**src/design/assert_macros.svh**
```systemverilog
// Assertion helpers used by negacyclic_poly_mult_mod_q.
`ifndef ASSERT_MACROS_SVH
`define ASSERT_MACROS_SVH

// Same-cycle implication, disabled while reset is asserted.
`define ASSERT_IMPLIES(label, clk, rst_n, ante, cons, msg) \
	label: assert property (@(posedge clk) disable iff (!rst_n) (ante) |-> (cons)) \
		else $error(msg);

// Next-cycle implication, disabled while reset is asserted.
`define ASSERT_NEXT(label, clk, rst_n, ante, cons, msg) \
	label: assert property (@(posedge clk) disable iff (!rst_n) (ante) |=> (cons)) \
		else $error(msg);

`endif

```
**src/design/npmq_pkg.sv**
```systemverilog
package npmq_pkg;

	// Default ring length and fixed field widths
	localparam int POLY_DEGREE_DEF = 256;
	localparam int COEFF_W = 12;
	localparam int INDEX_W = 8;
	localparam int KIND_W = 2;

	// Input beat kinds
	localparam logic [KIND_W-1:0] KIND_LOAD  = 2'd0;
	localparam logic [KIND_W-1:0] KIND_ACC   = 2'd1;
	localparam logic [KIND_W-1:0] KIND_READ  = 2'd2;
	localparam logic [KIND_W-1:0] KIND_CLEAR = 2'd3;

	typedef logic [COEFF_W-1:0] coeff_t;

	localparam coeff_t MODQ = 12'd3329;

	// Per-cycle commands broadcast to every cell of the ring
	typedef struct packed {
		logic copy_w;     // load working operand from stored operand, clear partial product
		logic shift_w;    // rotate working operand one cell along the ring
		logic mul_step;   // one MSB-first step of the bit-serial modular multiply
		logic a_bit;      // multiplier bit for this step
		logic add_acc;    // fold partial product into the accumulator
		logic clear_acc;  // zero the accumulator
	} cell_ctrl_t;

	// Fold a 12-bit value once into 0..q-1
	function automatic coeff_t mod_reduce(input coeff_t x);
		return (x >= MODQ) ? coeff_t'(x - MODQ) : x;
	endfunction

	// Modular add of two values already in 0..q-1
	function automatic coeff_t mod_add(input coeff_t x, input coeff_t y);
		logic [COEFF_W:0] s;
		s = {1'b0, x} + {1'b0, y};
		if (s >= {1'b0, MODQ}) begin
			s = s - {1'b0, MODQ};
		end
		return s[COEFF_W-1:0];
	endfunction

	// Modular negation of a value in 0..q-1
	function automatic coeff_t mod_neg(input coeff_t x);
		return (x == '0) ? '0 : coeff_t'(MODQ - x);
	endfunction

endpackage

```
**src/design/npmq_cell.sv**
```systemverilog
module npmq_cell (
	input  logic                 clk,
	input  logic                 arst_n,
	input  npmq_pkg::cell_ctrl_t ctrl,
	input  logic                 load_en,
	input  npmq_pkg::coeff_t     load_value,
	input  npmq_pkg::coeff_t     w_in,
	output npmq_pkg::coeff_t     w_out,
	output npmq_pkg::coeff_t     acc
);

	npmq_pkg::coeff_t b_q;
	npmq_pkg::coeff_t w_q;
	npmq_pkg::coeff_t m_q;
	npmq_pkg::coeff_t acc_q;
	npmq_pkg::coeff_t dbl;

	// Partial product doubled modulo q for the next multiply step
	assign dbl = npmq_pkg::mod_add(m_q, m_q);

	// Hold operand coefficient, rotate working copy, run bit-serial multiply
	always_ff @(posedge clk) begin
		if (load_en) begin
			b_q <= load_value;
		end
		if (ctrl.copy_w) begin
			w_q <= b_q;
		end else if (ctrl.shift_w) begin
			w_q <= w_in;
		end
		if (ctrl.copy_w) begin
			m_q <= '0;
		end else if (ctrl.mul_step) begin
			m_q <= npmq_pkg::mod_add(dbl, ctrl.a_bit ? w_q : '0);
		end
	end

	// Accumulate product coefficient
	always_ff @(posedge clk or negedge arst_n) begin
		if (!arst_n) begin
			acc_q <= '0;
		end else if (ctrl.clear_acc) begin
			acc_q <= '0;
		end else if (ctrl.add_acc) begin
			acc_q <= npmq_pkg::mod_add(acc_q, m_q);
		end
	end

	assign w_out = w_q;
	assign acc = acc_q;

endmodule

```
**config.mk**
```make
export PLATFORM = sky130hd
export DESIGN_NAME = npmq_cell
export DESIGN_NICKNAME = d
export VERILOG_FILES = /design/src/design/assert_macros.svh /design/src/design/npmq_pkg.sv /design/src/design/npmq_cell.sv
export SDC_FILE = /design/constraint.sdc
export NUM_CORES = 1
export LEC_CHECK = 0
export BUFFER_PORTS_ARGS = -buffer_cell sky130_fd_sc_hd__buf_2
export CORE_MARGIN = 2
export CORE_UTILIZATION = 30
export DETAILED_ROUTE_END_ITERATION = 12
export GPL_ROUTABILITY_DRIVEN = 0
export PLACE_DENSITY = 0.54
export SETUP_SLACK_MARGIN = 0.2
export SLEW_MARGIN = 20
export SYNTH_ARGS = -nofsm -noshare
export SYNTH_HDL_FRONTEND = slang
export SYNTH_SLANG_ARGS = --single-unit
```
**constraint.sdc**
```tcl
create_clock -name clk -period 6.15 [get_ports clk]
set_input_delay 0.3075 -clock clk [delete_from_list [all_inputs] [get_ports clk]]
set_output_delay 0.3075 -clock clk [all_outputs]
set_load 0.02 [all_outputs]
```
## After elaboration in Yosys (flattened, before gate mapping)

Cells that the tools add are included.

| storage, ports and cells | value |
|---|---|
| flip-flop bits (word level) | 48 |
| input bits | 33 |
| output and inout bits | 24 |
| logic and storage cells | 23 |

| operators by class | value |
|---|---|
| $add $sub $neg | 6 |
| $lt $le $gt $ge | 3 |
| mux-type cells | 8 |
| reductions and logical operators | 2 |

Operators by type and width:

| operator | number |
|---|---|
| $mux W12 | 8 |
| $add A12 B12 Y13 | 3 |
| $ge A13 B12 Y1 const B | 3 |
| $sub A12 B12 Y12 const B | 3 |
| $reduce_bool A2 Y1 | 2 |

## Longest topological paths before layout

Gate-level depths: netlist of the first run.

| depth | value |
|---|---|
| depth after elaboration | 6 |
| depth in mapped cells | 20 |
| mapped depth without buffers | 18 |

## Least setup slack after synthesis of the first run

Ideal clock, no wire load.

| timing | value |
|---|---|
| kind | flip-flop to flip-flop |
| start | register m_q[1] |
| end | register m_q[6] |
| setup time | 0.091 ns |
| arrival time | 4.057 ns |
| data required time | 6.059 ns |
| setup slack | 2.003 ns |
| cell stages (with the launch flop) | 19 |
| path buffers | 1 |
| period minus slack after synthesis | 4.147 ns |
| cells stage by stage | dfxtp_1 -> inv_1 -> ha_1 -> nor2b_1 -> a21boi_0 -> o21a_1 -> a21o_1 -> clkbuf_1 -> nand2_1 -> xnor2_1 -> ha_1 -> a21oi_1 -> o221ai_1 -> nor3_1 -> nand3b_1 -> o2111ai_2 -> nand2_1 -> a21o_1 -> a311oi_1 |

| on the way | value |
|---|---|
| cells in the longest elaborated chain, start to end | 6 |
| elaborated cells between the ends (all ways) | 8 |
| those cells by class | add/sub (4); order compare (2); mux (2) |

Ends and longest elaborated chain:

| what | RTL line | source |
|---|---|---|
| start, declared | npmq_cell.sv:14 | `npmq_pkg::coeff_t m_q;` |
| start signal, assigned | npmq_cell.sv:34 | `m_q <= npmq_pkg::mod_add(dbl, ctrl.a_bit ? w_q : '0);` |
| $add A12 B12 Y13 * | npmq_pkg.sv:37 | `s = {1'b0, x} + {1'b0, y};` |
| $sub A12 B12 Y12 / $ge A13 B12 Y1 (equally long branches) | npmq_pkg.sv:39, npmq_pkg.sv:38 |  |
| $mux W12 * | npmq_pkg.sv:38 | `if (s >= {1'b0, MODQ}) begin` |
| $add A12 B12 Y13 * | npmq_pkg.sv:37 |  |
| $sub A12 B12 Y12 / $ge A13 B12 Y1 (equally long branches) | npmq_pkg.sv:39, npmq_pkg.sv:38 |  |
| $mux W12 * | npmq_pkg.sv:38 |  |

Mark *: on every way between the ends. The rest lies on a longest branch, timed or not.
A chain may end at the register's enable or synchronous reset.

## Worst setup path after layout of the first run

Ends and elaborated chain as after synthesis.

==> metrics.yaml, run 1 <==
synth_flop_cell: "edfxtp_1"
cts_tree: "yes"
post_cts_buffers: 0
crit_path_end: "m_q[6]$_SDFFE_PP0P_"
hold_violations: 0
clk_latency_ps: 300
p_leak_uw: 0.00194
die_h_um: 120
top_layer: "met4"
fin_area_um2: 4640
antenna_found_initial: 0
first_iter_violations: 173
clk_path_buf_depth: 2
grtUsageTotal_pct: 14.1
regArea_um2: 1260
ys_async_sr_fraction_pct: 25.0
ys_seq_area_share_pct: 31.3
reg2regPathDepth: 18
final.period_utilization_pct: 78.5
maxCapViolCount: 0
power_uw: 2120
met2_length_mm: 4.53
grt_pass1_wl_mm: 16.4
wirelength_mm: 9.83
hold_ws_ps: 178
grt_max_degree: 27
htree_levels: 2
io_buffers: 56
path_cells: "inv_1 > ha_1 > nor2b_1 > a21boi_0 > o21a_1 > a21o_1 > nand2_1 > nor3_1 > xor2_1 > ha_1 > or3b_1 > o221ai_1 > nor3_1 > nand3b_1 > o2111ai_2 > nand2_1 > a21o_1 > a311oi_1"
slowest_delay_ps: 500
die_w_um: 120
cp_slowest_cell: "o2111ai_2"
grt_setup_unrepaired: "false"
slew_violations: 0
routedWlPerCell_um: 14.9
area_growth_pct: 15.4
max_freq_ghz: 0.207
dpl.hpwl_mm: 7.77
place_area_um2: 4460
antennaDiodeCount: 0
row_count: 42
final_common_cell: "buf_2"
routed_via_density: 5.27
vdd_ir_drop_max_mv: 0.229
period_needed_ps: 4830
multi_input_comb_area_um2: 2650
final_nets: 547
finalSetupViolCount: 0
synth_cells: 434
synth_area_um2: 4030
ant_nets: 0
routed-via-count: 3480
synth_seq_cells: 48
met3_wirelength_um: 419
cts_root_buffer: "clkbuf_16"
dr.pass1.iters: 5
cts.clk_slew.worst_paths_ps: 80
cts_sinks: 48
ff2ff_setup_slack_ps: 1320
synth_cell_types: 69
holdCritPathClass: "in2reg"
fin_util_pct: 35.2
drive_gt1_share_pct: 19.0
outcome: "completed"
mostFrequentLayoutCells: "56 x buf_2, 40 x nor2_1, 29 x ha_1, 28 x nand2_1, 24 x edfxtp_1"
fill_cells: 1346
overflow: 0
worstMarginPinSlew_ps: 614
fp.coreArea_um2: 13200
holdBufCountCts: 1
ctsResizeCount: 0
first_global_vias: 3336
yosysWarnings: 0
worst_ep_arrival_time_ps: 5040
worstPathMaxFanout: 10
fin_setup_tns_ps: 0
io_pins: 57
syn-mean-instance-area_um2: 9.28
wl_met1_mm: 4.68
crit_type: "reg2reg"
startpoint: "m_q[1]$_SDFFE_PP0P_"
synth_edf_count: 24
timing.slew.headroom_pct: 57.9
start_util_pct: 30.5
critPathCaptureType: "flip-flop"
drcViolationCount: 0
clock_skew_ps: 12.0
syn_nets: 498
p_per_area_nw_per_um2: 455
rr_endpoint: "m_q[6]$_SDFFE_PP0P_"
cts_buffers: 5
required_ps: 6360
rr_startpoint: "m_q[1]$_SDFFE_PP0P_"
dieArea_um2: 14400
startpoint_type: "flip-flop"
==> state kept, by name, summed over array words and instances (netlist names) <==
name,count
acc,12
b_q,12
m_q,12
w_out,12
==> layer usage <==
metal / track usage, % / vias to the layer above
li1: - / 1757
met1: 19.5 / 1637
met2: 22.0 / 76
met3: 2.47 / 10
met4: 4.93 / 0
met5: 0 / -
==> layout make-up <==
class                   instances  area share (%)
clock buffers                   5            2.69
multi-input cells             356            57.0
repair buffers                 57            6.25
well taps                     176            4.74
flip-flops and latches         48            27.2
inverters                      15            1.21
clock inverters                 3           0.997
==> through the flow <==
| step | instances | worst slack [ps] |
|---|---|---|
| after floorplan | 434 | 2000 |
| after global placement | 651 | 1490 |
| after detailed placement | 651 | 1320 |
| after CTS | 660 | 1270 |
| after global routing | 660 | 728 |
| final | 660 | 1320 |
==> where the power goes <==
| group | total, uW | internal (uW) | switching (uW) |
|---|---|---|---|
| Clock | 330 | 194 | 136 |
| Combinational | 1320 | 514 | 807 |
| Sequential | 464 | 400 | 64.6 |
==> logic make-up (layout without fill, tap and decap cells) <==
| kind of cell | count (synthesis) | in the layout | share of synthesized area, % |
|---|---|---|---|
| adders and majority gates | 31 | 31 | 10.0 |
| buffers and inverters | 30 | 80 | 2.98 |
| muxes | 16 | 16 | 4.38 |
| AOI/OAI and AO/OA | 128 | 128 | 24.8 |
| xor gates and xnor gates | 28 | 28 | 6.46 |
| and+or+nand+nor | 153 | 153 | 20.0 |
| DFF | 48 | 48 | 31.3 |
==> how the worst min path moves through the flow <==
stage,start,to,slack (ps),cells past startpoint
final,load_value[11],b_q[11]$_DFFE_PP_,180,1
after CTS,load_value[11],b_q[11]$_DFFE_PP_,170,1
after detailed placement,arst_n,acc[1]$_DFFE_PN0P_,200,1
after floorplan,arst_n,acc[0]$_DFFE_PN0P_,10,0
after global routing,load_value[1],b_q[1]$_DFFE_PP_,160,1
after global placement,arst_n,acc[2]$_DFFE_PN0P_,200,1
==> worst max-delay path: cells and delay by family (launching register included) <==
kind                     cells  cell delay, ps
XOR/XNOR                     1             280
buffers and inverters        1              70
AND/OR/NAND/NOR              7            1600
adder cells (fa/ha/maj)      2             540
AO/OA/AOI/OAI                7            1800
flip-flops                   1             440
==> Yosys cell counts (5+ instances only) <==
cell	instances	share of area [%]
or3_1	7	1.1
or4_1	5	0.93
nand2b_1	7	1.1
edfxtp_1	24	18
o21a_1	8	1.5
and2_1	13	2.0
nor2_1	40	3.7
a21oi_1	22	2.7
o21ai_0	5	0.62
clkbuf_1	12	1.1
dfrtp_1	12	7.5
nand3_1	10	1.2
ha_1	29	9.0
xnor2_1	18	3.9
a211oi_1	10	1.9
nor3_1	12	1.5
dfxtp_1	12	6.0
o21ai_1	10	1.2
inv_1	15	1.4
xor2_1	8	1.7
a311oi_1	8	1.7
mux2_2	12	3.4
nand2_1	28	2.6
a21o_1	11	2.1
o211ai_1	6	1.1
and3_1	8	1.2
Power figures use the tool's default switching activity.
==> run 2: changes to the inputs <==
- clock period: 6.15 -> 5 ns (I/O delays scaled with it)
==> run 2 against run 1 <==
Net effect:
- worst setup slack lost 760 ps
- first-iteration DRC count grew 1.7%
- final cell count rose by 0.76%
- clock power increased by 20%
- fmax increased by 8.9%
- power up 27%
==> metrics.yaml, run 2 (same netlist as run 1, synthesis figures left out) <==
fin_setup_tns_ps: 0
whs_path_depth: 1
mostFrequentLayoutCells: "56 x buf_2, 40 x nor2_1, 29 x ha_1, 28 x nand2_1, 24 x edfxtp_1"
cts_sinks: 48
cts_root_buffer: "clkbuf_16"
fp.coreArea_um2: 13200
max_freq_ghz: 0.225
slew_violations: 0
period_needed_ps: 4440
routed-via-count: 3510
outcome: "completed"
grt_max_degree: 27
combPwrFrac_pct: 64.1
area_growth_pct: 17.8
hold_end: "b_q[5]$_DFFE_PP_"
io_pins: 57
rr_startpoint: "m_q[1]$_SDFFE_PP0P_"
cts_buffers: 5
clk_path_buf_depth: 2
rr_endpoint: "m_q[10]$_SDFFE_PP0P_"
first_global_vias: 3358
clk_latency_ps: 290
drive_gt1_share_pct: 21.5
swShare_pct: 47.7
p_switching_uw: 1280
timing.slew.headroom_pct: 50.3
htree_levels: 2
row_count: 42
seqPwrFrac_pct: 21.1
clock_skew_ps: 4.13
wirelength_mm: 10.0
drcViolationCount: 0
dp.cells: 654
dr.pass1.iters: 5
reg2regPathDepth: 19
fin_util_pct: 36.0
fin_area_um2: 4740
p_int_uw: 1400
min_from: "load_value[5]"
grtUsageTotal_pct: 14.2
antenna_found_initial: 0
io_buffers: 56
power.share.clock_pct: 14.7
p_leak_uw: 0.00198
startpoint_type: "flip-flop"
cts_tree: "yes"
hold_ws_ps: 126
place_area_um2: 4490
final.period_utilization_pct: 88.7
dpl.hpwl_mm: 7.90
cts.clk_slew.worst_paths_ps: 70
antennaDiodeCount: 0
final_nets: 552
routedWlPerCell_um: 15.1
hold_violations: 0
die_h_um: 120
p_per_area_nw_per_um2: 565
final_common_cell: "buf_2"
finalSetupViolCount: 0
grt_setup_unrepaired: "false"
holdCritPathClass: "in2reg"
worst_ep_arrival_time_ps: 4640
overflow: 0
die_w_um: 120
worstMarginPinSlew_ps: 739
maxCapViolCount: 0
critPathCaptureType: "flip-flop"
vdd_ir_drop_max_mv: 0.202
start_util_pct: 30.5
ant_nets: 0
grt_pass1_wl_mm: 16.6
ff2ff_setup_slack_ps: 560
final_cells: 665
crit_type: "reg2reg"
startpoint: "m_q[1]$_SDFFE_PP0P_"
worstPathMaxFanout: 10
required_ps: 5210
dieArea_um2: 14400
routed_via_density: 5.28
first_iter_violations: 176
-- run 2: final cells by class --
type                            count  area [um^2]
Sequential cell                    48         1260
Clock buffer                        5          125
Multi-Input combinational cell    356         2710
Fill cell                        1337         8450
Clock inverter                      3         47.5
Timing Repair Buffer               62          328
Inverter                           15         56.3
Tap cell                          176          220
-- run 2: repair_timing --
| action | CTS | global route |
|---|---|---|
| setup buffers | 0 | 2 |
| hold buffers | 1 | 0 |
| resized for setup | 0 | 12 |
| endpoints found under the setup margin | 0 | 12 |
| hold endpoints to repair | 12 | 0 |
-- run 2: metrics by stage --
step	setup slack (ps)	total power, uW
3_5_place_dp	287	2220
3_3_place_gp	407	2200
4_1_cts	242	2630
6_report	564	2680
5_1_grt	154	2900
2_1_floorplan	853	1840
-- run 2: how the worst max path moves through the flow --
stage                                      end  cells past startpoint
after floorplan            m_q[6]$_SDFFE_PP0P_                     18
after global placement     m_q[4]$_SDFFE_PP0P_                     17
after detailed placement   m_q[6]$_SDFFE_PP0P_                     18
after CTS                  m_q[6]$_SDFFE_PP0P_                     18
after global routing       m_q[4]$_SDFFE_PP0P_                     18
final                     m_q[10]$_SDFFE_PP0P_                     19
-- run 2: power groups by stage --
stage	Sequential [uW]	Clock, uW	Combinational [uW]
after CTS	569	405	1650
after global placement	577	0	1630
after global routing	579	420	1910
after detailed placement	578	0	1640
after floorplan	602	0	1240
final	566	396	1720
-- run 2: layer usage --
| layer | wire length [um] | vias to the layer above | global-route usage [%] |
|---|---|---|---|
| met4 | 153 | 0 | 3.82 |
| li1 | - | 1774 | - |
| met1 | 4790 | 1653 | 20.2 |
| met3 | 462 | 14 | 2.38 |
| met2 | 4640 | 69 | 22.3 |
| met5 | 0 | - | 0 |
-- run 2: worst max-delay path, cell delays in order (launching register included) --
cell	delay, ps
dfxtp_1	440
inv_1	70
ha_1	190
nor2b_1	140
a21boi_0	240
o21a_1	180
a21o_2	240
nand2_1	120
nor4_1	270
xor2_1	150
ha_1	400
o21ai_1	120
o21a_1	190
or4_1	500
nand3_1	210
a31oi_4	190
buf_4	190
a2bb2oi_1	180
xnor2_1	100
a211oi_1	230
==> run 3: changes to the inputs <==
- ABC_AREA: not set -> 1
- GPL_ROUTABILITY_DRIVEN: 0 -> not set
==> run 3 against run 2 <==
Net effect:
- critical path depth rose by 10
- sequential cell count unchanged
- synthesized cell count up 64%
- power is 6.1% higher
- register-to-register slack gained 230 ps
- non-clock buffer count fell by 5
- via count grew 24%
- combinational power is 6% higher
- critical endpoint is now m_q[3]$_SDFFE_PP0P_
- highest routed layer unchanged
- final cell count up 43%
- worst setup slack gained 230 ps
- cell area up 9.8%
- clock-buffer cell count stayed put
==> metrics.yaml, run 3 <==
fill_cells: 1633
yosysWarnings: 0
synth_edf_count: 24
clk_path_buf_depth: 2
seqPwrFrac_pct: 20.4
multi_input_comb_area_um2: 2810
worst_ep_arrival_time_ps: 4410
required_ps: 5200
area_growth_pct: 14.6
timing.slew.headroom_pct: 31.9
regArea_um2: 1260
wirelength_mm: 11.9
place_area_um2: 5000
io_buffers: 56
cts.clk_slew.worst_paths_ps: 70
ant_nets: 0
synth_top_cell_by_area: "nand2_1"
htree_levels: 2
syn-mean-instance-area_um2: 6.40
whs_path_depth: 1
synth_top_area_share_pct: 22.7
synthTopCellsByArea: "nand2_1 23%, edfxtp_1 16%, inv_1 9.2%"
antenna_found_initial: 0
routed-via-count: 4368
die_w_um: 127
p_leak_uw: 0.00294
cp_slowest_cell: "dfxtp_1"
synth_area_um2: 4550
dieArea_um2: 16200
synth_cell_types: 35
clock_skew_ps: 5.76
grt_setup_unrepaired: "false"
p_int_uw: 1400
grt_pass1_wl_mm: 19.4
cts_tree: "yes"
slew_violations: 0
syn_nets: 774
final_cells: 949
max_freq_ghz: 0.238
finalSetupViolCount: 0
synth_cells: 710
fin_area_um2: 5210
cts_sinks: 48
ys_async_sr_fraction_pct: 25.0
crit_type: "reg2reg"
power.share.clock_pct: 15.7
crit_top_cell: "nand2_1"
period_needed_ps: 4210
synth.most_common_cell: "nand2_1"
outcome: "completed"
grtUsageTotal_pct: 15.1
dp.cells: 940
first_iter_violations: 243
maxCapViolCount: 0
antennaDiodeCount: 0
yosys-top-cells-count: "275 x nand2_1, 111 x inv_1, 65 x nand3_1"
vdd_ir_drop_max_mv: 0.272
clk_latency_ps: 300
hold_ws_ps: 122
startpoint_type: "flip-flop"
post_cts_buffers: 0
synth_seq_cells: 48
fp.coreArea_um2: 14600
swShare_pct: 50.9
mostFrequentLayoutCells: "275 x nand2_1, 111 x inv_1, 65 x nand3_1, 56 x buf_2, 40 x nor2_1"
dr.pass1.iters: 5
routedWlPerCell_um: 12.5
fin_setup_tns_ps: 0
dpl.hpwl_mm: 9.74
routed_via_density: 4.60
ys_seq_area_share_pct: 27.7
place.gp.congestion: 0.849
first_global_vias: 3882
row_count: 44
drive_gt1_share_pct: 13.7
grt_max_degree: 25
final_common_cell: "nand2_1"
die_h_um: 127
critPathCaptureType: "flip-flop"
slowest_delay_ps: 410
combPwrFrac_pct: 63.9
start_util_pct: 31.0
synth_flop_cell: "edfxtp_1"
drcViolationCount: 0
p_per_area_nw_per_um2: 546
cts_buffers: 5
reg2regPathDepth: 29
worstMarginPinSlew_ps: 1020
overflow: 0
hold_violations: 0
worstPathMaxFanout: 18
cts_root_buffer: "clkbuf_16"
final_nets: 828
p_switching_uw: 1450
io_pins: 57
holdCritPathClass: "in2reg"
final.period_utilization_pct: 84.2
[run 3: changes by cell type in the layout (fill, tap and decap cells not counted), sizes merged, moves of 14 or more]
cell	delta
a211oi	-14
inv	+100
nand2	+263
nand3	+66
nand4	+15
xnor2	-17
[run 3: timing repair]
action	in CTS	in global routing
hold endpoints to repair	12	0
hold buffers	1	0
gates resized for setup	0	0
[run 3: layer usage]
| layer | GRT usage [%] | share of wire (%) | vias to the layer above |
|---|---|---|---|
| met3 | 2.72 | 4.8 | 7 |
| met1 | 21.8 | 51 | 1906 |
| met4 | 3.23 | 0.58 | 0 |
| met2 | 23.5 | 44 | 96 |
| met5 | 0 | 0 | - |
| li1 | - | - | 2359 |
[run 3: area by class of cell]
class	instances	share of cell area, %
Multi-Input combinational cell	538	53.9
Timing Repair Buffer	57	5.57
Clock buffer	5	2.40
Sequential cell	48	24.2
Clock inverter	3	1.32
Tap cell	184	4.42
Inverter	114	8.22
[run 3: cell families after synthesis]
logic type                 share of synthesized area (%)
and+or+nand+nor                                     43.9
buffers and inverters                               10.6
DFF                                                 27.7
AOI/OAI and AO/OA                                   5.31
adders and majority gates                           8.86
xor gates and xnor gates                            3.63
[run 3: final timing paths]
kind                                startpoint                  end  slack, ps
max                        m_q[0]$_SDFFE_PP0P_  m_q[3]$_SDFFE_PP0P_        790
min                              load_value[3]     b_q[3]$_DFFE_PP_        120
max reg2reg                m_q[0]$_SDFFE_PP0P_  m_q[3]$_SDFFE_PP0P_        790
min reg2reg                   b_q[6]$_DFFE_PP_   w_out[6]$_DFFE_PP_        520
max in group asynchronous               arst_n   acc[3]$_DFFE_PN0P_       4380
min in group asynchronous               arst_n  acc[11]$_DFFE_PN0P_        370
[run 3: per-stage QoR]
stage	utilization [%]	worst slack, ps	power, uW
after CTS	35.6	761	2870
after floorplan	-	1490	2000
after global placement	34.2	810	2410
after detailed placement	34.2	793	2400
final	35.6	791	2850
after global routing	35.6	254	3130
[run 3: power groups by stage]
stage,clock (uW),sequential [uW],combinational [uW]
global placement,0,591,1810
CTS,468,583,1820
floorplan,0,634,1360
global route,478,594,2060
finish,448,581,1820
detailed placement,0,591,1810
[run 3: critical path, delay by kind of cell, from the launching register on]
kind,cells,cell delay (ps)
buffers and inverters,3,190
AOI/OAI and AO/OA,2,400
DFF,1,410
adders and majority gates,2,560
and+or+nand+nor,21,2260
xor gates and xnor gates,1,260
